--- config.mk ---
export PLATFORM = sky130hd
export DESIGN_NAME = software_timer_pool
export DESIGN_NICKNAME = d
export VERILOG_FILES = /design/src/stp_pkg.sv /design/src/software_timer_pool.sv
export SDC_FILE = /design/constraint.sdc
export NUM_CORES = 1
export LEC_CHECK = 0
export BUFFER_PORTS_ARGS = -buffer_cell sky130_fd_sc_hd__buf_4
export CORE_MARGIN = 3
export CORE_UTILIZATION = 60
export DETAILED_ROUTE_END_ITERATION = 12
export GPL_TIMING_DRIVEN = 1
export PLACE_DENSITY = 0.81
export SYNTH_ARGS = -nofsm -noshare
export SYNTH_HDL_FRONTEND = slang
export SYNTH_SLANG_ARGS = --single-unit
--- constraint.sdc ---
create_clock -name clk_i -period 8.9 [get_ports clk_i]
set_input_delay 0.445 -clock clk_i [delete_from_list [all_inputs] [get_ports clk_i]]
set_output_delay 0.445 -clock clk_i [all_outputs]
set_load 0.1 [all_outputs]
--- src/stp_pkg.sv ---
// shared constants and types of the software timer pool
`timescale 1ns / 1ps

package stp_pkg;

  // pool size and the widths that follow from it
  localparam int TimerCount = 16;
  localparam int MaxResults = 16;
  localparam int IdxW       = (TimerCount > 1) ? $clog2(TimerCount) : 1;
  localparam int CntW       = $clog2(MaxResults + 1);

  // fixed field widths
  localparam int CmdW    = 2;
  localparam int ModeW   = 2;
  localparam int PeriodW = 31;
  localparam int IndexW  = 5;
  localparam int KindW   = 2;
  localparam int StatusW = 2;
  localparam int SlotW   = 5;
  localparam int CountW  = 32;

  // stream widths: tdata packed from the lowest bit, padded to bytes
  localparam int InDataW  = ((ModeW + PeriodW + IndexW + 7) / 8) * 8;
  localparam int OutDataW = ((StatusW + SlotW + 1 + 7) / 8) * 8;

  typedef enum logic [CmdW-1:0] {
    CMD_START = 2'd0,
    CMD_STOP  = 2'd1,
    CMD_TICK  = 2'd2,
    CMD_NONE  = 2'd3
  } cmd_e;

  typedef enum logic [ModeW-1:0] {
    MODE_TIMER  = 2'd0,
    MODE_ONCE   = 2'd1,
    MODE_CYCLIC = 2'd2,
    MODE_BAD    = 2'd3
  } mode_e;

  typedef enum logic [KindW-1:0] {
    KIND_START = 2'd0,
    KIND_STOP  = 2'd1,
    KIND_FIRE  = 2'd2,
    KIND_NONE  = 2'd3
  } kind_e;

  typedef enum logic [StatusW-1:0] {
    ST_OK        = 2'd0,
    ST_NO_SLOT   = 2'd1,
    ST_BAD_MODE  = 2'd2,
    ST_BAD_INDEX = 2'd3
  } status_e;

  typedef enum logic [2:0] {
    S_IDLE,
    S_FIND,
    S_REPLY,
    S_WALK,
    S_FLUSH
  } state_e;

endpackage

--- src/software_timer_pool.sv ---
// software timer pool: slot allocation, stop and a per-tick walk over all slots
// stop goes straight to its reply, start first scans for a free slot
// tick: a walk over every slot, then a flush state, one slot per cycle unless a fire waits
// on a stalled output, through a single countdown adder; fires leave at most one per cycle
// throughput: one item at a time, the input is ready only while the sequencer idles
// reset: asynchronous active low, all slots free, sequencer idle, no result pending
`timescale 1ns / 1ps

module software_timer_pool
  import stp_pkg::*;
(
  input  logic                clk_i,
  input  logic                rst_ni,
  // input item
  input  logic                s_axis_tvalid,
  output logic                s_axis_tready,
  input  logic [InDataW-1:0]  s_axis_tdata,  // mode[1:0], period[32:2], timer_index[37:33]
  input  logic [CmdW-1:0]     s_axis_tuser,  // cmd
  // result item
  output logic                m_axis_tvalid,
  input  logic                m_axis_tready,
  output logic [OutDataW-1:0] m_axis_tdata,  // status[1:0], slot[6:2], ended[7]
  output logic [KindW-1:0]    m_axis_tuser,  // kind
  output logic                m_axis_tlast   // last
);

  localparam logic [IdxW-1:0] LastIdx = IdxW'(TimerCount - 1);

  // input field unpacking
  logic [ModeW-1:0]   in_mode;
  logic [PeriodW-1:0] in_period;
  logic [IndexW-1:0]  in_index;
  cmd_e               in_cmd;

  assign in_mode   = s_axis_tdata[ModeW-1:0];
  assign in_period = s_axis_tdata[ModeW+PeriodW-1:ModeW];
  assign in_index  = s_axis_tdata[ModeW+PeriodW+IndexW-1:ModeW+PeriodW];
  assign in_cmd    = cmd_e'(s_axis_tuser);

  // slot store
  logic [TimerCount-1:0] in_use_q;
  logic [ModeW-1:0]      slot_mode_q   [TimerCount];
  logic [PeriodW-1:0]    slot_period_q [TimerCount];
  logic [CountW-1:0]     slot_cnt_q    [TimerCount];

  // sequencer and item registers
  state_e             state_q, state_d;
  logic [IdxW-1:0]    idx_q;
  logic [ModeW-1:0]   mode_q;
  logic [PeriodW-1:0] period_q;
  kind_e              res_kind_q;
  status_e            res_status_q;
  logic [SlotW-1:0]   res_slot_q;

  // pending fire, held back until the next one shows whether it is the last
  logic               pend_valid_q;
  logic [SlotW-1:0]   pend_slot_q;
  logic               pend_ended_q;
  logic [CntW-1:0]    fire_cnt_q;

  // output register
  logic               out_valid_q;
  kind_e              out_kind_q;
  status_e            out_status_q;
  logic [SlotW-1:0]   out_slot_q;
  logic               out_ended_q;
  logic               out_last_q;

  // control signals
  logic              out_free;
  logic              out_load;
  logic              in_acc;
  logic              cur_use;
  logic [ModeW-1:0]  cur_mode;
  logic [CountW-1:0] cur_cnt;
  logic              cur_fire;
  logic              cur_report;
  logic              walk_go;
  logic              walk_last;
  logic              stop_ok;
  logic [CountW-1:0] addend;
  logic [CountW-1:0] cnt_next;

  // shared countdown unit: count - 1, plus the period on a cyclic reload
  always_comb begin
    cur_use  = in_use_q[idx_q];
    cur_mode = slot_mode_q[idx_q];
    cur_cnt  = slot_cnt_q[idx_q];
    // count - 1 is zero or negative
    cur_fire = (cur_cnt == '0) || (cur_cnt == CountW'(1)) ||
               (cur_cnt[CountW-1] && (cur_cnt != {1'b1, {(CountW-1){1'b0}}}));
    addend   = (cur_fire && (cur_mode == MODE_CYCLIC)) ? {1'b0, slot_period_q[idx_q]} : '0;
    cnt_next = cur_cnt + addend + {CountW{1'b1}};
  end

  // handshake and walk control
  always_comb begin
    out_free      = !out_valid_q || m_axis_tready;
    s_axis_tready = (state_q == S_IDLE);
    in_acc        = s_axis_tvalid && s_axis_tready;
    cur_report    = cur_use && cur_fire && (cur_mode != MODE_TIMER) &&
                    (fire_cnt_q < CntW'(MaxResults));
    walk_go       = (state_q == S_WALK) && !(cur_report && pend_valid_q && !out_free);
    walk_last     = (idx_q == LastIdx);
    stop_ok       = (32'(in_index) < TimerCount);
    out_load      = ((state_q == S_REPLY) && out_free) ||
                    (walk_go && cur_report && pend_valid_q) ||
                    ((state_q == S_FLUSH) && pend_valid_q && out_free);
  end

  // next state
  always_comb begin
    state_d = state_q;
    case (state_q)
      S_IDLE: begin
        if (in_acc) begin
          case (in_cmd)
            CMD_START: state_d = S_FIND;
            CMD_STOP:  state_d = S_REPLY;
            CMD_TICK:  state_d = S_WALK;
            default:   state_d = S_IDLE;
          endcase
        end
      end
      S_FIND: begin
        if (!cur_use || walk_last) state_d = S_REPLY;
      end
      S_REPLY: begin
        if (out_free) state_d = S_IDLE;
      end
      S_WALK: begin
        if (walk_go && walk_last) state_d = S_FLUSH;
      end
      S_FLUSH: begin
        if (!pend_valid_q || out_free) state_d = S_IDLE;
      end
      default: state_d = S_IDLE;
    endcase
  end

  // control registers
  always_ff @(posedge clk_i or negedge rst_ni) begin
    if (!rst_ni) begin
      state_q      <= S_IDLE;
      in_use_q     <= '0;
      idx_q        <= '0;
      pend_valid_q <= 1'b0;
      fire_cnt_q   <= '0;
      out_valid_q  <= 1'b0;
    end else begin
      state_q <= state_d;
      if (out_load) begin
        out_valid_q <= 1'b1;
      end else if (m_axis_tready) begin
        out_valid_q <= 1'b0;
      end
      case (state_q)
        S_IDLE: begin
          idx_q        <= '0;
          pend_valid_q <= 1'b0;
          fire_cnt_q   <= '0;
          if (in_acc && (in_cmd == CMD_STOP) && stop_ok) begin
            in_use_q[in_index[IdxW-1:0]] <= 1'b0;
          end
        end
        S_FIND: begin
          if (!cur_use) begin
            if (mode_q != MODE_BAD) in_use_q[idx_q] <= 1'b1;
          end else if (!walk_last) begin
            idx_q <= idx_q + IdxW'(1);
          end
        end
        S_WALK: begin
          if (walk_go) begin
            if (!walk_last) idx_q <= idx_q + IdxW'(1);
            if (cur_use && cur_fire && (cur_mode != MODE_CYCLIC)) in_use_q[idx_q] <= 1'b0;
            if (cur_report) begin
              pend_valid_q <= 1'b1;
              fire_cnt_q   <= fire_cnt_q + CntW'(1);
            end
          end
        end
        S_FLUSH: begin
          if (pend_valid_q && out_free) begin
            pend_valid_q <= 1'b0;
          end
        end
        default: ;
      endcase
    end
  end

  // payload registers and slot store
  always_ff @(posedge clk_i) begin
    case (state_q)
      S_IDLE: begin
        if (in_acc) begin
          mode_q   <= in_mode;
          period_q <= in_period;
          if (in_cmd == CMD_STOP) begin
            res_kind_q   <= KIND_STOP;
            res_status_q <= stop_ok ? ST_OK : ST_BAD_INDEX;
            res_slot_q   <= '0;
          end else begin
            res_kind_q   <= KIND_START;
          end
        end
      end
      S_FIND: begin
        if (!cur_use) begin
          if (mode_q == MODE_BAD) begin
            res_status_q <= ST_BAD_MODE;
            res_slot_q   <= '0;
          end else begin
            res_status_q         <= ST_OK;
            res_slot_q           <= SlotW'(idx_q);
            slot_mode_q[idx_q]   <= mode_q;
            slot_period_q[idx_q] <= period_q;
            slot_cnt_q[idx_q]    <= {1'b0, period_q};
          end
        end else if (walk_last) begin
          res_status_q <= ST_NO_SLOT;
          res_slot_q   <= '0;
        end
      end
      S_REPLY: begin
        if (out_free) begin
          out_kind_q   <= res_kind_q;
          out_status_q <= res_status_q;
          out_slot_q   <= res_slot_q;
          out_ended_q  <= 1'b0;
          out_last_q   <= 1'b1;
        end
      end
      S_WALK: begin
        if (walk_go) begin
          if (cur_use) slot_cnt_q[idx_q] <= cnt_next;
          if (cur_report) begin
            pend_slot_q  <= SlotW'(idx_q);
            pend_ended_q <= (cur_mode == MODE_ONCE);
            if (pend_valid_q) begin
              out_kind_q   <= KIND_FIRE;
              out_status_q <= ST_OK;
              out_slot_q   <= pend_slot_q;
              out_ended_q  <= pend_ended_q;
              out_last_q   <= 1'b0;
            end
          end
        end
      end
      S_FLUSH: begin
        if (pend_valid_q && out_free) begin
          out_kind_q   <= KIND_FIRE;
          out_status_q <= ST_OK;
          out_slot_q   <= pend_slot_q;
          out_ended_q  <= pend_ended_q;
          out_last_q   <= 1'b1;
        end
      end
      default: ;
    endcase
  end

  // result port
  assign m_axis_tvalid = out_valid_q;
  assign m_axis_tuser  = out_kind_q;
  assign m_axis_tlast  = out_last_q;
  assign m_axis_tdata  = OutDataW'({out_ended_q, out_slot_q, out_status_q});

endmodule

* Word level (Yosys, flattened, before mapping)
Memory sizes are Yosys's and may differ from the RTL's.
Index checks and enable logic that the tools add are counted.
** Cells by class
- Add/sub/neg operators :: 4
- $mul :: 0
- Div/mod/pow operators :: 0
- $lt $le $gt $ge :: 6
- Equal/unequal tests :: 30
- Shifts and indexed selects :: 0
- Muxes and demuxes :: 86
- Bitwise logic cells :: 6
- Reduce and logical (&&, ||, !) cells :: 52
** Operators by type and width (number)
- $mux W16 :: 5
- $mux W5 :: 11
- $pmux W16 S3 :: 1
- $add A32 B31 Y32 :: 1
- $add A32 B32 Y32 const B :: 1
- $and A16 B16 Y16 :: 2
- $eq A32 B1 Y1 const B :: 1
- $logic_not A32 Y1 :: 1
- $mux W2 :: 16
- $mux W32 :: 1
- $ne A32 B32 Y1 const B :: 1
- $not A16 Y16 :: 2
- $mux W31 :: 1
- $mux W1 :: 27
- $logic_and A1 B1 Y1 :: 21
- $ne A2 B2 Y1 const B :: 10
- $pmux W5 S2 :: 2
- $pmux W2 S3 :: 3
- $mux W4 :: 4
- $or A16 B16 Y16 :: 1
- $mux W3 :: 5
- $pmux W3 S5 :: 1
- $pmux W5 S3 :: 1
- $ne A2 B1 Y1 const B :: 7
- other kinds (29) :: 58
** Word-level totals
- Register bits :: 88
- Bits in latches :: 0
- Memory bits (writable) :: 1040
- Bits in read-only memories :: 0
- Bits of input ports :: 46
- Output and inout port bits :: 13
- Logic and storage cells :: 205
- Memories kept :: 3
** Memory list
- slot_cnt_q :: depth 16, width 32, read ports 1, clocked after Yosys merged registers in 0, wr ports 1, line software_timer_pool.sv:44 : logic [CountW-1:0] slot_cnt_q [TimerCount];
- slot_period_q :: depth 16, width 31, read ports 1, clocked after Yosys merged registers in 0, wr ports 1, line software_timer_pool.sv:43 : logic [PeriodW-1:0] slot_period_q [TimerCount];
- slot_mode_q :: depth 16, width 2, read ports 1, clocked after Yosys merged registers in 0, wr ports 1, line software_timer_pool.sv:42 : logic [ModeW-1:0] slot_mode_q [TimerCount];

* Longest topological paths before layout
An unclocked memory read counts as a cell.
- Depth in word-level cells :: 16
- Depth in mapped cells :: 30
- Gate-level depth less buffers :: 23

* Least setup slack after synthesis
Ideal clock, no wire load.
- Kind :: register to register
- From :: register idx_q[1]
- To :: memory slot_cnt_q[0][19] (data pin)
- Setup time :: 0.392 ns
- Arrival :: 6.876 ns
- Data required time :: 8.508 ns
- Slack :: 1.632 ns
- Stages on the path, launching flop included :: 28
- Buffers on the path :: 6
- Period minus slack after synthesis :: 7.268 ns
- Path through :: dfrtp_1 > clkbuf_1 > buf_2 > buf_2 > buf_2 > buf_1 > mux4_2 > a22oi_1 > nand2_1 > nor4_1 > and4b_1 > a21oi_2 > or2_2 > nor2_1 > buf_2 > nand2_1 > ha_1 > inv_1 > ha_1 > nor2b_1 > o31a_1 > o311ai_0 > a31oi_1 > o21ai_0 > a21boi_0 > o21a_1 > o21a_1 > o41ai_1
** Between the ends
- Cells in the longest elaborated chain, start to end :: 15
- Elaborated cells on any way between the ends :: 29
- Those cells by class :: 2 x add/sub; 3 x eq/ne; 8 x mux; 13 x reduce/logical; 3 x memory
** Ends and longest elaborated chain
- start: declaration :: line software_timer_pool.sv:48 : logic [IdxW-1:0] idx_q;
- start signal: assignment :: line software_timer_pool.sv:170 : idx_q <= idx_q + IdxW'(1);
- start signal: assignment :: line software_timer_pool.sv:175 : if (!walk_last) idx_q <= idx_q + IdxW'(1);
- parallel branches: the longest is 14 deep, another holds $mem_v2 Z16 W32
- $mux W32 (no source line) (*)
- end: declaration :: line software_timer_pool.sv:44
Every way passes the cells marked *. The select of a mux whose other input is x is not followed.

* Final worst setup path
- From :: register idx_q[1]
- To :: memory slot_cnt_q[15][29] (data pin)
The elaborated chain is that of the path after synthesis.

==> flow_summary_export.csv <==
group,metric,value,unit
run_status,outcome,"completed",
layout,final_cell_count_without_fillers,3499,
logic_synthesis,synthCells,2263,
layout,multi_input_area,11600,sq um
global_routing,total_global_routing_overflow,0,
clock_network,tritoncts_num_sinks,1125,
layout,layout.nets,2557,
drt,drt-total-wl,112000,microns
floorplanning,die_area,79600,sq um
worst_setup_path,crit_path_end_kind,"register",
clock_network,clock_latency,680,ps
drt,vias_per_cell,6.87,
clock_network,postCtsResizedCells,0,
worst_setup_path,critPathMaxFanout,51,
layout,insertedDiodeCount,0,
clock_network,cts_root_cell,"sky130_fd_sc_hd__clkbuf_16",
logic_synthesis,synth_seq_cells,1125,
layout,area.sequential,33600,sq um
floorplanning,floorplan.initialDensity,61.1,%
sta,timing.clock.skew,28.5,ps
sta,timing.fmax,126,MHz
job,drv_cap,0,
placement,placed_cells_incl_taps,3265,
placement,routabilityCongestion,0.902,
sta,final_setup_violations,0,
clock_network,htree_num_levels,3,
layout,proportion_of_layout_cells_with_a_drive_suffix_above_1,27.2,%
power,leakagePower,0.0167,uW
sta,max_slew_headroom,23.2,%
logic_synthesis,syn_nets,2380,
floorplanning,num_rows,100,
sta,setup_total_negative_slack,0,ps
global_routing,grt_pass1_wl,165000,microns
clock_network,cts_inserted_buffers,108,
floorplanning,floorplan.die.height,282,microns
logic_synthesis,synth-edff-count,1095,
sta,rsz0062_at_grt,"no",
logic_synthesis,synth.yosys.warnings,0,
clock_network,max-clock-path-buffers,3,
worst_setup_path,crit_type,"reg2reg",
global_routing,grt_usage,28.9,%
logic_synthesis,synthArstFlopShare,2.67,%
drt,drt_iter0_markers,2720,
sta,tightestPinTransition,1140,ps
global_routing,grt_antenna_before_repair,2,
floorplanning,placeableCoreArea,74900,sq um
drt,num_vias,24000,
global_routing,first_global_vias,24800,
logic_synthesis,ys_dominant_reg_cell,"sky130_fd_sc_hd__edfxtp_1",
power,ir_worst_vdd,0.203,mV
worst_setup_path,setup.worst_path.start_class,"register",
layout,n_fill_cell,4366,
global_routing,grt_max_degree,97,
placement,place.detailed.hpwl,62400,microns
worst_setup_path,timing.critical_path.arrival,8450,ps
drt,detail_route.wl_per_cell,32.1,microns
clock_network,clkTransAtPathRegs,70,ps
drt,route.detailed.drc,0,
worst_hold_path,timing.hold.worst.class,"in2reg",
sta,final-max-slew-violation-count,0,
sta,layout_min_cycle_time,7950,ps
worst_setup_path,cp_data_required_time,9400,ps
power,power_density,270,nW/um^2
logic_synthesis,synth_sequential_area_ratio,73.5,%
placement,io_buffers,55,
logic_synthesis,yosys.cell_types.count,79,
drt,firstDrtPassIters,6,
drt,ant_nets,0,
sta,report.final.hold_viol_count,0,
logic_synthesis,syn_area_per_cell,20.2,sq um
floorplanning,chipWidth,282,microns
layout,area_delta_synth_final,13.3,%
logic_synthesis,syn_area,45800,sq um
clock_network,cts_tree,"done",
floorplanning,io_pins,59,
sta,final_min_period_over_clock_period,89.3,%
## final timing paths
kind                          startpoint                  to  slack, ps  cells after the start
min reg2reg                  in_use_q[9]         in_use_q[9]        520                      1
min                        m_axis_tready       m_axis_tvalid        130                      3
max in group asynchronous         rst_ni            idx_q[1]       8270                      2
max reg2reg                     idx_q[1]  slot_cnt_q[15][29]        950                     24
max                             idx_q[1]  slot_cnt_q[15][29]        950                     24
min in group asynchronous         rst_ni       fire_cnt_q[2]        270                      2
## sequential cells by signal (all words and copies together) (netlist names), 2 cells and up
name           flops
fire_cnt_q         5
idx_q              4
in_use_q          16
m_axis_tuser       2
mode_q             2
out_slot_q         4
out_status_q       2
pend_slot_q        4
period_q          31
res_slot_q         4
res_status_q       2
slot_cnt_q       512
slot_mode_q       32
slot_period_q    496
state_q            3
## Yosys cell counts, drive strengths merged (3+ instances only)
cell type	instances	area share [%]
a221oi	21	0.40
a22oi	22	0.36
buf	58	0.73
nand2	98	0.80
nor3b	4	0.066
xor2	9	0.17
nand3	12	0.13
and2	12	0.16
o21ai	37	0.41
nand2b	18	0.25
a21oi	40	0.45
edfxtp	1095	72
a21o	10	0.16
a21boi	3	0.049
and3	7	0.096
a31oi	13	0.18
dfrtp	30	1.6
o311ai	3	0.057
xnor2	10	0.19
clkbuf	50	0.41
nor2b	27	0.37
o21a	6	0.098
inv	88	0.72
ha	70	1.9
o22a	12	0.23
o31ai	5	0.082
or3	5	0.068
nand3b	3	0.049
a22o	21	0.40
a211oi	3	0.049
nor4	5	0.082
mux2	28	0.85
o22ai	6	0.082
or2	3	0.041
nor2	65	0.55
mux4	298	15
o41ai	5	0.096
mux2i	5	0.11
nor3	12	0.17
nand4	10	0.14
## cell families (layout without fill, tap and decap cells)
family	count (synthesis)	count (layout)	synth area share, %
AOI/OAI and AO/OA	227	227	3.50
xor gates and xnor gates	19	19	0.364
adders and majority gates	71	71	1.96
buffers and inverters	197	464	1.87
DFF	1125	1125	73.5
muxes	331	331	15.6
other	1	1	0.00819
and+or+nand+nor	292	292	3.20
## power breakdown
group	internal, uW	switching (uW)	total [uW]	leakage, uW
combinational	1150	1650	2800	0.00470
clock	2700	1970	4670	0.00176
sequential	6280	243	6520	0.0102
total	10100	3870	14000	0.0167
## routing by layer
metal | up-vias | part of all wire [%] | global-route usage, %
met5 | - | 0 | 0
met2 | 1468 | 50 | 47.8
met3 | 280 | 8.5 | 4.44
met1 | 12600 | 38 | 39.9
met4 | 0 | 3.8 | 10.9
li1 | 9668 | - | -
## cells in the final DEF, fill, tap and decap left out, types with 7 or more instances in the layout
master	Yosys	routed
sky130_fd_sc_hd__nor2b_1	27	10
sky130_fd_sc_hd__clkinv_1	1	24
sky130_fd_sc_hd__ha_1	70	70
sky130_fd_sc_hd__a22o_1	21	21
sky130_fd_sc_hd__clkbuf_16	0	108
sky130_fd_sc_hd__mux2_4	20	20
sky130_fd_sc_hd__a22oi_1	22	22
sky130_fd_sc_hd__mux2_2	8	8
sky130_fd_sc_hd__o21ai_0	35	35
sky130_fd_sc_hd__a31oi_1	13	13
sky130_fd_sc_hd__mux4_2	298	298
sky130_fd_sc_hd__buf_4	8	134
sky130_fd_sc_hd__nand3_1	12	12
sky130_fd_sc_hd__clkinv_2	0	17
sky130_fd_sc_hd__nor2_1	63	46
sky130_fd_sc_hd__edfxtp_1	1095	1095
sky130_fd_sc_hd__a21oi_1	39	39
sky130_fd_sc_hd__dlygate4sd3_1	0	34
sky130_fd_sc_hd__a21o_1	10	10
sky130_fd_sc_hd__o22a_1	12	12
sky130_fd_sc_hd__bufinv_16	0	15
sky130_fd_sc_hd__nor3_1	10	10
sky130_fd_sc_hd__inv_1	88	88
sky130_fd_sc_hd__clkbuf_1	49	23
sky130_fd_sc_hd__xnor2_1	10	10
sky130_fd_sc_hd__xor2_1	9	9
sky130_fd_sc_hd__nor2b_4	0	17
sky130_fd_sc_hd__nor2_4	1	17
sky130_fd_sc_hd__nand2_1	98	98
sky130_fd_sc_hd__nand4_1	10	10
sky130_fd_sc_hd__buf_12	0	7
sky130_fd_sc_hd__a221oi_1	21	21
sky130_fd_sc_hd__nand2b_1	18	17
sky130_fd_sc_hd__and2_1	12	10
sky130_fd_sc_hd__dfrtp_1	30	26
## critical path: stages, from the launching register on
cell and delay [ps]:
sky130_fd_sc_hd__dfrtp_4 940, sky130_fd_sc_hd__buf_4 470, sky130_fd_sc_hd__mux4_2 400, sky130_fd_sc_hd__a22o_1 270
sky130_fd_sc_hd__a221oi_1 660, sky130_fd_sc_hd__nand4_1 190, sky130_fd_sc_hd__nor4_2 360, sky130_fd_sc_hd__a21oi_2 230
sky130_fd_sc_hd__or2_2 370, sky130_fd_sc_hd__nor2_2 220, sky130_fd_sc_hd__buf_12 220, sky130_fd_sc_hd__nand2_1 90
sky130_fd_sc_hd__ha_1 290, sky130_fd_sc_hd__inv_1 50, sky130_fd_sc_hd__ha_1 330, sky130_fd_sc_hd__nor2b_1 160
sky130_fd_sc_hd__o31a_1 290, sky130_fd_sc_hd__o311ai_0 400, sky130_fd_sc_hd__nand3_1 240, sky130_fd_sc_hd__o311ai_0 430
sky130_fd_sc_hd__buf_4 190, sky130_fd_sc_hd__and3_1 160, sky130_fd_sc_hd__nor2_1 70, sky130_fd_sc_hd__o311ai_0 320
sky130_fd_sc_hd__mux2_4 310
## through the flow
| step | power (uW) | cell area (sq um) | hold slack (ps) | setup slack [ps] | utilization [%] |
|---|---|---|---|---|---|
| after global placement | 9230 | 47900 | 402 | 1260 | 63.9 |
| after detailed placement | 9360 | 47900 | 412 | 1140 | 63.9 |
| after CTS | 14000 | 51900 | 98.1 | 1060 | 69.2 |
| after global routing | 14500 | 51900 | 154 | 642 | 69.2 |
| final | 14000 | 51900 | 127 | 950 | 69.2 |
| after floorplan | 8500 | 45800 | 149 | 1630 | - |
## layout make-up
class	instances	share of cell area, %
sequential	1125	64.9
clock buffer	133	5.43
clock inverter	67	1.52
timing repair buffer	175	2.87
multi-input combinational	941	22.3
tap	969	2.34
inverter	89	0.644
## timing repair
item | CTS | global route
hold endpoints to repair | 63 | 0
setup buffers | 0 | 0
hold buffers | 34 | 0
Note: power is estimated with default switching activity, not from simulation.
